==> src/design/vsd_pkg.sv <==
// vsd_pkg: shared types and constants for the voice sample decoder
// holds the request queue entry, the operation codes and the arithmetic constants
// no dependencies
package vsd_pkg;

  localparam int FMT_W      = 4;
  localparam int COEF_REGS  = 4;
  localparam int CFG_IDX_W  = 3;
  localparam int CFG_DATA_W = 64;
  localparam int SAMPLE_W   = 16;
  localparam int PART_W     = 15;
  localparam int NIB_TERM_W = 30;
  localparam int ACC_W      = 34;
  localparam int FRAC_SHIFT = 11;

  // register indexes on the configuration port
  localparam logic [CFG_IDX_W-1:0] CFG_FORMAT  = 3'd0;
  localparam logic [CFG_IDX_W-1:0] CFG_COEF_01 = 3'd1;
  localparam logic [CFG_IDX_W-1:0] CFG_COEF_23 = 3'd2;
  localparam logic [CFG_IDX_W-1:0] CFG_COEF_45 = 3'd3;
  localparam logic [CFG_IDX_W-1:0] CFG_COEF_67 = 3'd4;

  // format register fields: bit 3 picks the adpcm/silent group, bit 2 the sample width
  localparam logic [1:0] FMT_CH_STEREO = 2'd2;

  // request function codes
  localparam logic FUNC_DECODE = 1'b0;
  localparam logic FUNC_LOAD   = 1'b1;

  localparam logic signed [ACC_W-1:0]    RND_BIAS = 34'sd1024;
  localparam logic signed [ACC_W-1:0]    SAT_MAX  = 34'sd32767;
  localparam logic signed [ACC_W-1:0]    SAT_MIN  = -34'sd32768;
  localparam logic signed [SAMPLE_W-1:0] SAMPLE_MAX = 16'sh7FFF;
  localparam logic signed [SAMPLE_W-1:0] SAMPLE_MIN = 16'sh8000;

  // request queue
  localparam int QDEPTH = 4;
  localparam int QPTR_W = $clog2(QDEPTH);
  localparam int QCNT_W = QPTR_W + 1;

  typedef enum logic [1:0] {
    OP_LOAD,
    OP_PCM,
    OP_ADPCM
  } vsd_op_t;

  // for OP_LOAD the two sample fields carry the new history
  typedef struct packed {
    vsd_op_t                        op;
    logic signed [SAMPLE_W-1:0]     left;
    logic signed [SAMPLE_W-1:0]     right;
    logic signed [NIB_TERM_W-1:0]   nib_term;
    logic signed [SAMPLE_W-1:0]     coef0;
    logic signed [SAMPLE_W-1:0]     coef1;
  } vsd_entry_t;

endpackage

==> src/design/vsd_front.sv <==
// vsd_front: configuration registers and request classification
// turns each accepted request into a queue entry; uses vsd_pkg
module vsd_front import vsd_pkg::*; (
  input  logic                         clk,
  input  logic                         rst_n,
  input  logic                         cfg_wr_en,
  input  logic [CFG_IDX_W-1:0]         cfg_index,
  input  logic [CFG_DATA_W-1:0]        cfg_wdata,
  input  logic                         in_func,
  input  logic [31:0]                  in_data_word,
  input  logic [7:0]                   in_frame_header,
  input  logic [3:0]                   in_frame_position,
  input  logic signed [SAMPLE_W-1:0]   in_history_recent,
  input  logic signed [SAMPLE_W-1:0]   in_history_older,
  output vsd_entry_t                   entry
);

  logic [FMT_W-1:0]      fmt_r;
  logic [CFG_DATA_W-1:0] coef_r [COEF_REGS];

  logic [2:0]                    coef_idx;
  logic [CFG_DATA_W-1:0]         coef_word;
  logic [3:0]                    nib;
  logic signed [NIB_TERM_W-1:0]  nib_ext;
  logic [4:0]                    nib_shift;
  logic signed [SAMPLE_W-1:0]    pcm8_lo, pcm8_hi, pcm16_lo, pcm16_hi;

  always_ff @(posedge clk) begin
    if (!rst_n) begin
      fmt_r <= '0;
      for (int i = 0; i < COEF_REGS; i++) coef_r[i] <= '0;
    end else if (cfg_wr_en) begin
      unique case (cfg_index)
        CFG_FORMAT:  fmt_r     <= cfg_wdata[FMT_W-1:0];
        CFG_COEF_01: coef_r[0] <= cfg_wdata;
        CFG_COEF_23: coef_r[1] <= cfg_wdata;
        CFG_COEF_45: coef_r[2] <= cfg_wdata;
        CFG_COEF_67: coef_r[3] <= cfg_wdata;
        default: ;
      endcase
    end
  end

  assign coef_idx  = in_frame_header[6:4];
  assign coef_word = coef_r[coef_idx[2:1]];
  assign nib       = in_frame_position[0] ? in_data_word[3:0] : in_data_word[7:4];
  assign nib_ext   = NIB_TERM_W'(signed'(nib));
  assign nib_shift = 5'(in_frame_header[3:0]) + 5'(FRAC_SHIFT);

  assign pcm8_lo  = signed'({in_data_word[7:0], 8'h00});
  assign pcm8_hi  = signed'({in_data_word[15:8], 8'h00});
  assign pcm16_lo = signed'(in_data_word[15:0]);
  assign pcm16_hi = signed'(in_data_word[31:16]);

  always_comb begin
    entry.op       = OP_PCM;
    entry.left     = '0;
    entry.right    = '0;
    entry.nib_term = nib_ext <<< nib_shift;
    entry.coef0    = signed'(coef_idx[0] ? coef_word[47:32] : coef_word[15:0]);
    entry.coef1    = signed'(coef_idx[0] ? coef_word[63:48] : coef_word[31:16]);
    if (in_func == FUNC_LOAD) begin
      entry.op    = OP_LOAD;
      entry.left  = in_history_recent;
      entry.right = in_history_older;
    end else if (!fmt_r[3]) begin
      // pcm group, bit 2 picks 16-bit samples
      if (fmt_r[2]) begin
        entry.left  = pcm16_lo;
        entry.right = (fmt_r[1:0] == FMT_CH_STEREO) ? pcm16_hi : pcm16_lo;
      end else begin
        entry.left  = pcm8_lo;
        entry.right = (fmt_r[1:0] == FMT_CH_STEREO) ? pcm8_hi : pcm8_lo;
      end
    end else if (!fmt_r[2] && fmt_r[1:0] != FMT_CH_STEREO) begin
      entry.op = OP_ADPCM;
    end
    // remaining codes are silent: pcm with zero samples
  end

endmodule

==> src/design/vsd_queue.sv <==
// vsd_queue: short request queue between classification and execution
// four entries of vsd_entry_t; uses vsd_pkg
module vsd_queue import vsd_pkg::*; (
  input  logic       clk,
  input  logic       rst_n,
  input  logic       push,
  input  vsd_entry_t push_entry,
  output logic       full,
  input  logic       pop,
  output logic       not_empty,
  output vsd_entry_t pop_entry
);

  localparam logic [QCNT_W-1:0] QFULL = QCNT_W'(QDEPTH);

  vsd_entry_t        mem_r [QDEPTH];
  logic [QPTR_W-1:0] wr_ptr_r, rd_ptr_r;
  logic [QCNT_W-1:0] count_r;

  assign full      = (count_r == QFULL);
  assign not_empty = (count_r != '0);
  assign pop_entry = mem_r[rd_ptr_r];

  always_ff @(posedge clk) begin
    if (push) mem_r[wr_ptr_r] <= push_entry;
  end

  always_ff @(posedge clk) begin
    if (!rst_n) begin
      wr_ptr_r <= '0;
      rd_ptr_r <= '0;
      count_r  <= '0;
    end else begin
      if (push) wr_ptr_r <= wr_ptr_r + QPTR_W'(1);
      if (pop)  rd_ptr_r <= rd_ptr_r + QPTR_W'(1);
      if (push && !pop)      count_r <= count_r + QCNT_W'(1);
      else if (pop && !push) count_r <= count_r - QCNT_W'(1);
    end
  end

endmodule

==> src/design/vsd_back.sv <==
// vsd_back: executes queued requests, holds the adpcm history and the result register
// one multiply-add step per request; uses vsd_pkg
module vsd_back import vsd_pkg::*; (
  input  logic                      clk,
  input  logic                      rst_n,
  input  logic                      q_not_empty,
  input  vsd_entry_t                q_entry,
  output logic                      q_pop,
  output logic                      out_valid,
  input  logic                      out_stall,
  output logic signed [PART_W-1:0]  out_left_part,
  output logic signed [PART_W-1:0]  out_right_part
);

  logic signed [SAMPLE_W-1:0] hist_newest_r, hist_second_r;
  logic                       out_valid_r;
  logic signed [PART_W-1:0]   left_r, right_r;

  logic signed [31:0]          prod0, prod1;
  logic signed [ACC_W-1:0]     acc, acc_sh;
  logic signed [SAMPLE_W-1:0]  adpcm_val, res_left, res_right;

  function automatic logic signed [PART_W-1:0] halve(input logic signed [SAMPLE_W-1:0] v);
    logic signed [SAMPLE_W:0] t;
    t = SAMPLE_W'(signed'(v)) + (SAMPLE_W+1)'(v[SAMPLE_W-1]);
    return t[SAMPLE_W-1:1];
  endfunction

  assign q_pop = q_not_empty && (!out_valid_r || !out_stall);

  assign prod0  = 32'(q_entry.coef0) * 32'(hist_newest_r);
  assign prod1  = 32'(q_entry.coef1) * 32'(hist_second_r);
  assign acc    = ACC_W'(q_entry.nib_term) + ACC_W'(prod0) + ACC_W'(prod1) + RND_BIAS;
  assign acc_sh = acc >>> FRAC_SHIFT;

  always_comb begin
    if (acc_sh > SAT_MAX)      adpcm_val = SAMPLE_MAX;
    else if (acc_sh < SAT_MIN) adpcm_val = SAMPLE_MIN;
    else                       adpcm_val = acc_sh[SAMPLE_W-1:0];
  end

  assign res_left  = (q_entry.op == OP_ADPCM) ? adpcm_val : q_entry.left;
  assign res_right = (q_entry.op == OP_ADPCM) ? adpcm_val : q_entry.right;

  always_ff @(posedge clk) begin
    if (!rst_n) begin
      hist_newest_r <= '0;
      hist_second_r <= '0;
      out_valid_r   <= 1'b0;
    end else begin
      if (q_pop) begin
        unique case (q_entry.op)
          OP_LOAD: begin
            hist_newest_r <= q_entry.left;
            hist_second_r <= q_entry.right;
          end
          OP_ADPCM: begin
            hist_newest_r <= adpcm_val;
            hist_second_r <= hist_newest_r;
          end
          default: ;
        endcase
        out_valid_r <= (q_entry.op != OP_LOAD);
      end else if (!out_stall) begin
        out_valid_r <= 1'b0;
      end
    end
  end

  always_ff @(posedge clk) begin
    if (q_pop && q_entry.op != OP_LOAD) begin
      left_r  <= halve(res_left);
      right_r <= halve(res_right);
    end
  end

  assign out_valid      = out_valid_r;
  assign out_left_part  = left_r;
  assign out_right_part = right_r;

endmodule

==> src/design/voice_sample_decoder.sv <==
// voice_sample_decoder: an accepted request goes into the request queue, then into
// the output register, where out_valid rises; throughput one request per cycle
// while out_stall is low, set by the back end's combinational history multiply-add
// reset (synchronous, rst_n low) clears the format and coefficient registers,
// the adpcm history, the request queue and the output valid
module voice_sample_decoder import vsd_pkg::*; (
  input  logic                        clk,
  input  logic                        rst_n,
  // configuration writes
  input  logic                        cfg_wr_en,
  input  logic [CFG_IDX_W-1:0]        cfg_index,
  input  logic [CFG_DATA_W-1:0]       cfg_wdata,
  // request channel
  input  logic                        in_valid,
  output logic                        in_stall,
  input  logic                        in_func,
  input  logic [31:0]                 in_data_word,
  input  logic [7:0]                  in_frame_header,
  input  logic [3:0]                  in_frame_position,
  input  logic signed [SAMPLE_W-1:0]  in_history_recent,
  input  logic signed [SAMPLE_W-1:0]  in_history_older,
  // result channel
  output logic                        out_valid,
  input  logic                        out_stall,
  output logic signed [PART_W-1:0]    out_left_part,
  output logic signed [PART_W-1:0]    out_right_part
);

  vsd_entry_t front_entry;
  vsd_entry_t q_entry;
  logic       q_full, q_not_empty, q_pop;
  logic       in_take;

  // front end: config registers, format decode, coefficient pick, nibble shift
  vsd_front u_front (
    .clk               (clk),
    .rst_n             (rst_n),
    .cfg_wr_en         (cfg_wr_en),
    .cfg_index         (cfg_index),
    .cfg_wdata         (cfg_wdata),
    .in_func           (in_func),
    .in_data_word      (in_data_word),
    .in_frame_header   (in_frame_header),
    .in_frame_position (in_frame_position),
    .in_history_recent (in_history_recent),
    .in_history_older  (in_history_older),
    .entry             (front_entry)
  );

  // stall only when the queue is full, so the input never waits on the output
  // while there is room
  assign in_stall = q_full;
  assign in_take  = in_valid && !q_full;

  vsd_queue u_queue (
    .clk        (clk),
    .rst_n      (rst_n),
    .push       (in_take),
    .push_entry (front_entry),
    .full       (q_full),
    .pop        (q_pop),
    .not_empty  (q_not_empty),
    .pop_entry  (q_entry)
  );

  // back end: history update, adpcm multiply-add, saturation, halving,
  // output register that can be refilled while the result is being taken
  vsd_back u_back (
    .clk            (clk),
    .rst_n          (rst_n),
    .q_not_empty    (q_not_empty),
    .q_entry        (q_entry),
    .q_pop          (q_pop),
    .out_valid      (out_valid),
    .out_stall      (out_stall),
    .out_left_part  (out_left_part),
    .out_right_part (out_right_part)
  );

endmodule

==> config.mk <==
export PLATFORM = sky130hd
export DESIGN_NAME = voice_sample_decoder
export DESIGN_NICKNAME = d
export VERILOG_FILES = /design/src/design/vsd_pkg.sv /design/src/design/vsd_front.sv /design/src/design/vsd_queue.sv /design/src/design/vsd_back.sv /design/src/design/voice_sample_decoder.sv
export SDC_FILE = /design/constraint.sdc
export NUM_CORES = 2
export LEC_CHECK = 0
export BUFFER_PORTS_ARGS = -buffer_cell sky130_fd_sc_hd__clkbuf_2
export CAP_MARGIN = 20
export CORE_ASPECT_RATIO = 1.25
export CORE_MARGIN = 3
export CORE_UTILIZATION = 45
export CTS_BUF_LIST = sky130_fd_sc_hd__clkbuf_2
export DETAILED_ROUTE_END_ITERATION = 12
export PLACE_DENSITY = 0.66
export SETUP_SLACK_MARGIN = 0.4
export SKIP_CTS_REPAIR_TIMING = 1
export SYNTH_ARGS = -nofsm -noshare
export SYNTH_HDL_FRONTEND = slang
export SYNTH_SLANG_ARGS = --single-unit
==> constraint.sdc <==
create_clock -name clk -period 16.88 [get_ports clk]
set_clock_uncertainty 0.05 [all_clocks]
set_input_delay 2.532 -clock clk [delete_from_list [all_inputs] [get_ports clk]]
set_output_delay 2.532 -clock clk [all_outputs]
set_load 0.01 [all_outputs]
==> flow_metrics.tcl <==
set metrics [dict create \
    outcome "finished, final reports clean" \
    final_common_cell "inv_1" \
    clock_latency_ns 1.39 \
    path_common_cell "fa_1" \
    cts.path.max_buffers 3 \
    clock-root-buffer "clkbuf_2" \
    ys_top_cells_by_area "edfxtp_1 39%, fa_1 25%, mux4_2 7.0%" \
    period_needed_ns 11.97 \
    drc 0 \
    hold_depth 2 \
    vias_per_cell 5.32 \
    cpPeakStageDelay_ns 0.85 \
    syn_area_per_cell_um2 12.6 \
    nets 5252 \
    path_clk_slew_ns 0.10 \
    fin_tns_setup_ns 0 \
    area_growth_pct 7.64 \
    port_buffers 176 \
    critPathRequiredTime_ns 17.99 \
    vias 31400 \
    final.period_utilization 0.709 \
    syn_area_um2 51800 \
    maxSlewHeadroom 0.245 \
    start_util 0.455 \
    routed_wl_mm 123 \
    antenna_left 0 \
    die_w_um 309 \
    cpLargestDelayFamily "adder cells" \
    yosys_most_used_dff "edfxtp_1" \
    drt_pass1_iterations 5 \
    gr-total-overflow 0 \
    end_kind "flop" \
    path_depth 30 \
    rr_worst_depth 30 \
    grt_start_max_net_pins 65 \
    async_flop_share 0 \
    cap_violations 0 \
    grt_pass1_wl_mm 195 \
    dp_hpwl_mm 90.8 \
    clkSinkCount 716 \
    critPathKind "flop to flop" \
    worstSetupStartpointType "flop" \
    worstMarginPinSlew_ns 1.13 \
    rsz0062_at_grt "no" \
    cts_buffers 163 \
    core_um2 114000 \
    antenna_found_initial 5 \
    synth_top_area_cell "edfxtp_1" \
    synthDistinctLibCells 76 \
    reg2reg_slack_ns 4.91 \
    path_buf_inv 4 \
    fp.dieH_um 385 \
    wl_per_cell_um 20.9 \
    h-tree-depth 4 \
    yosysWarnings 0 \
    cp_data_arrival_time_ns 13.08 \
    synth-seq-cells 716 \
    drive_gt1_frac 0.161 \
    num_rows 138 \
    die-area_um2 119000 \
    track_usage 0.217 \
    drt_iter0_markers 2153 \
    path_max_fanout 53 \
    setup_viol_count_final 0 \
    synth_edf_count 670 \
    syn_inst 4115 \
    gp_congestion 0.882 \
    cpMaxStageDelayCell "dfxtp_4" \
    grt_pass1_vias 34600 \
    hp-class "flop to flop" \
    ios 181 \
    slew_violations 0 \
    cts_tree "yes" \
    synth_top_cell_area_share 0.389 \
    synth-seq-area-share 0.406 \
    hold_violations 0 \
    fmax_ghz 0.0835 \
    final_cell_mix "721 x inv_1, 670 x edfxtp_1, 642 x fa_1, 499 x and2_1, 408 x clkbuf_2" \
]
==> worst reg2reg max path, delay by kind of cell (launching register included) <==
kind / cells / cell delay (ns)
fa+ha+maj: 10 / 5.12
simple gates: 8 / 3.03
compound gates: 7 / 1.70
flops: 1 / 0.85
mux: 1 / 0.66
buf+inv: 4 / 0.40
==> synthesized netlist by cell type, drive strengths merged (46+ instances only) <==
master  number
inv        722
edfxtp     670
fa         642
and2       503
nand2      344
clkbuf     164
mux4       160
ha         142
nor2       119
a21oi       89
o21ai       77
dfxtp       46
==> per-layer routing <==
layer | up-vias | track usage | wire length (um)
met5 | - | 0 | 0
met4 | 0 | 0.121 | 7380
met3 | 282 | 0.0302 | 5210
met2 | 850 | 0.387 | 65600
met1 | 16300 | 0.251 | 45100
li1 | 14000 | - | -
==> logic make-up after synthesis <==
logic type      count (synthesis)  synth area share
mux                           237            0.0853
flops                         716             0.406
buf+inv                       919            0.0670
other cells                     1         0.0000724
fa+ha+maj                     784             0.283
xor+xnor                       64            0.0108
compound gates                302            0.0374
simple gates                 1092             0.110
==> registers in the layout (all words and copies together) (netlist names), named ones only <==
| signal | cells |
|---|---|
| u_queue.wr_ptr_r | 2 |
| u_front.fmt_r | 4 |
| u_back.hist_newest_r | 16 |
| u_back.out_right_part | 15 |
| u_front.coef_r | 256 |
| u_back.out_left_part | 15 |
| u_queue.count_r | 3 |
| u_back.hist_second_r | 16 |
| u_back.out_valid | 1 |
| u_queue.mem_r | 384 |
| u_queue.rd_ptr_r | 2 |
==> area by class of cell <==
type | count | area, um2
sequential | 716 | 21000
fill | 9964 | 58100
antenna | 6 | 15.0
clock buffer | 233 | 1170
multi-input combinational | 2495 | 27400
clock inverter | 48 | 312
inverter | 722 | 2710
timing repair buffer | 221 | 1230
tap | 1470 | 1840
==> final timing paths <==
| check | from | end |
|---|---|---|
| worst max-delay path | flop | u_back.out_right_part[7]$_DFFE_PP_ |
| worst min-delay path | u_front.fmt_r[1]$_SDFFE_PN0P_ | u_front.fmt_r[1]$_SDFFE_PN0P_ |
| worst max register to register | flop | u_back.out_right_part[7]$_DFFE_PP_ |
| worst min register to register | u_front.fmt_r[1]$_SDFFE_PN0P_ | u_front.fmt_r[1]$_SDFFE_PN0P_ |
==> through the flow <==
stage / area [um2] / instances / util / setup WS [ns] / hold slack, ns
2_1_floorplan: 51800 / 4130 / - / 4.72 / 0.402
3_3_place_gp: 54200 / 5621 / 0.476 / 4.84 / 0.428
3_5_place_dp: 54200 / 5622 / 0.476 / 4.81 / 0.427
4_1_cts: 55700 / 5903 / 0.489 / 4.76 / 0.455
5_1_grt: 55700 / 5909 / 0.490 / 4.22 / 0.509
6_report: 55700 / 5911 / 0.490 / 4.91 / 0.445
Power is not shown: default switching activity piles up to over one toggle a cycle in this logic, so the estimate is an artifact.
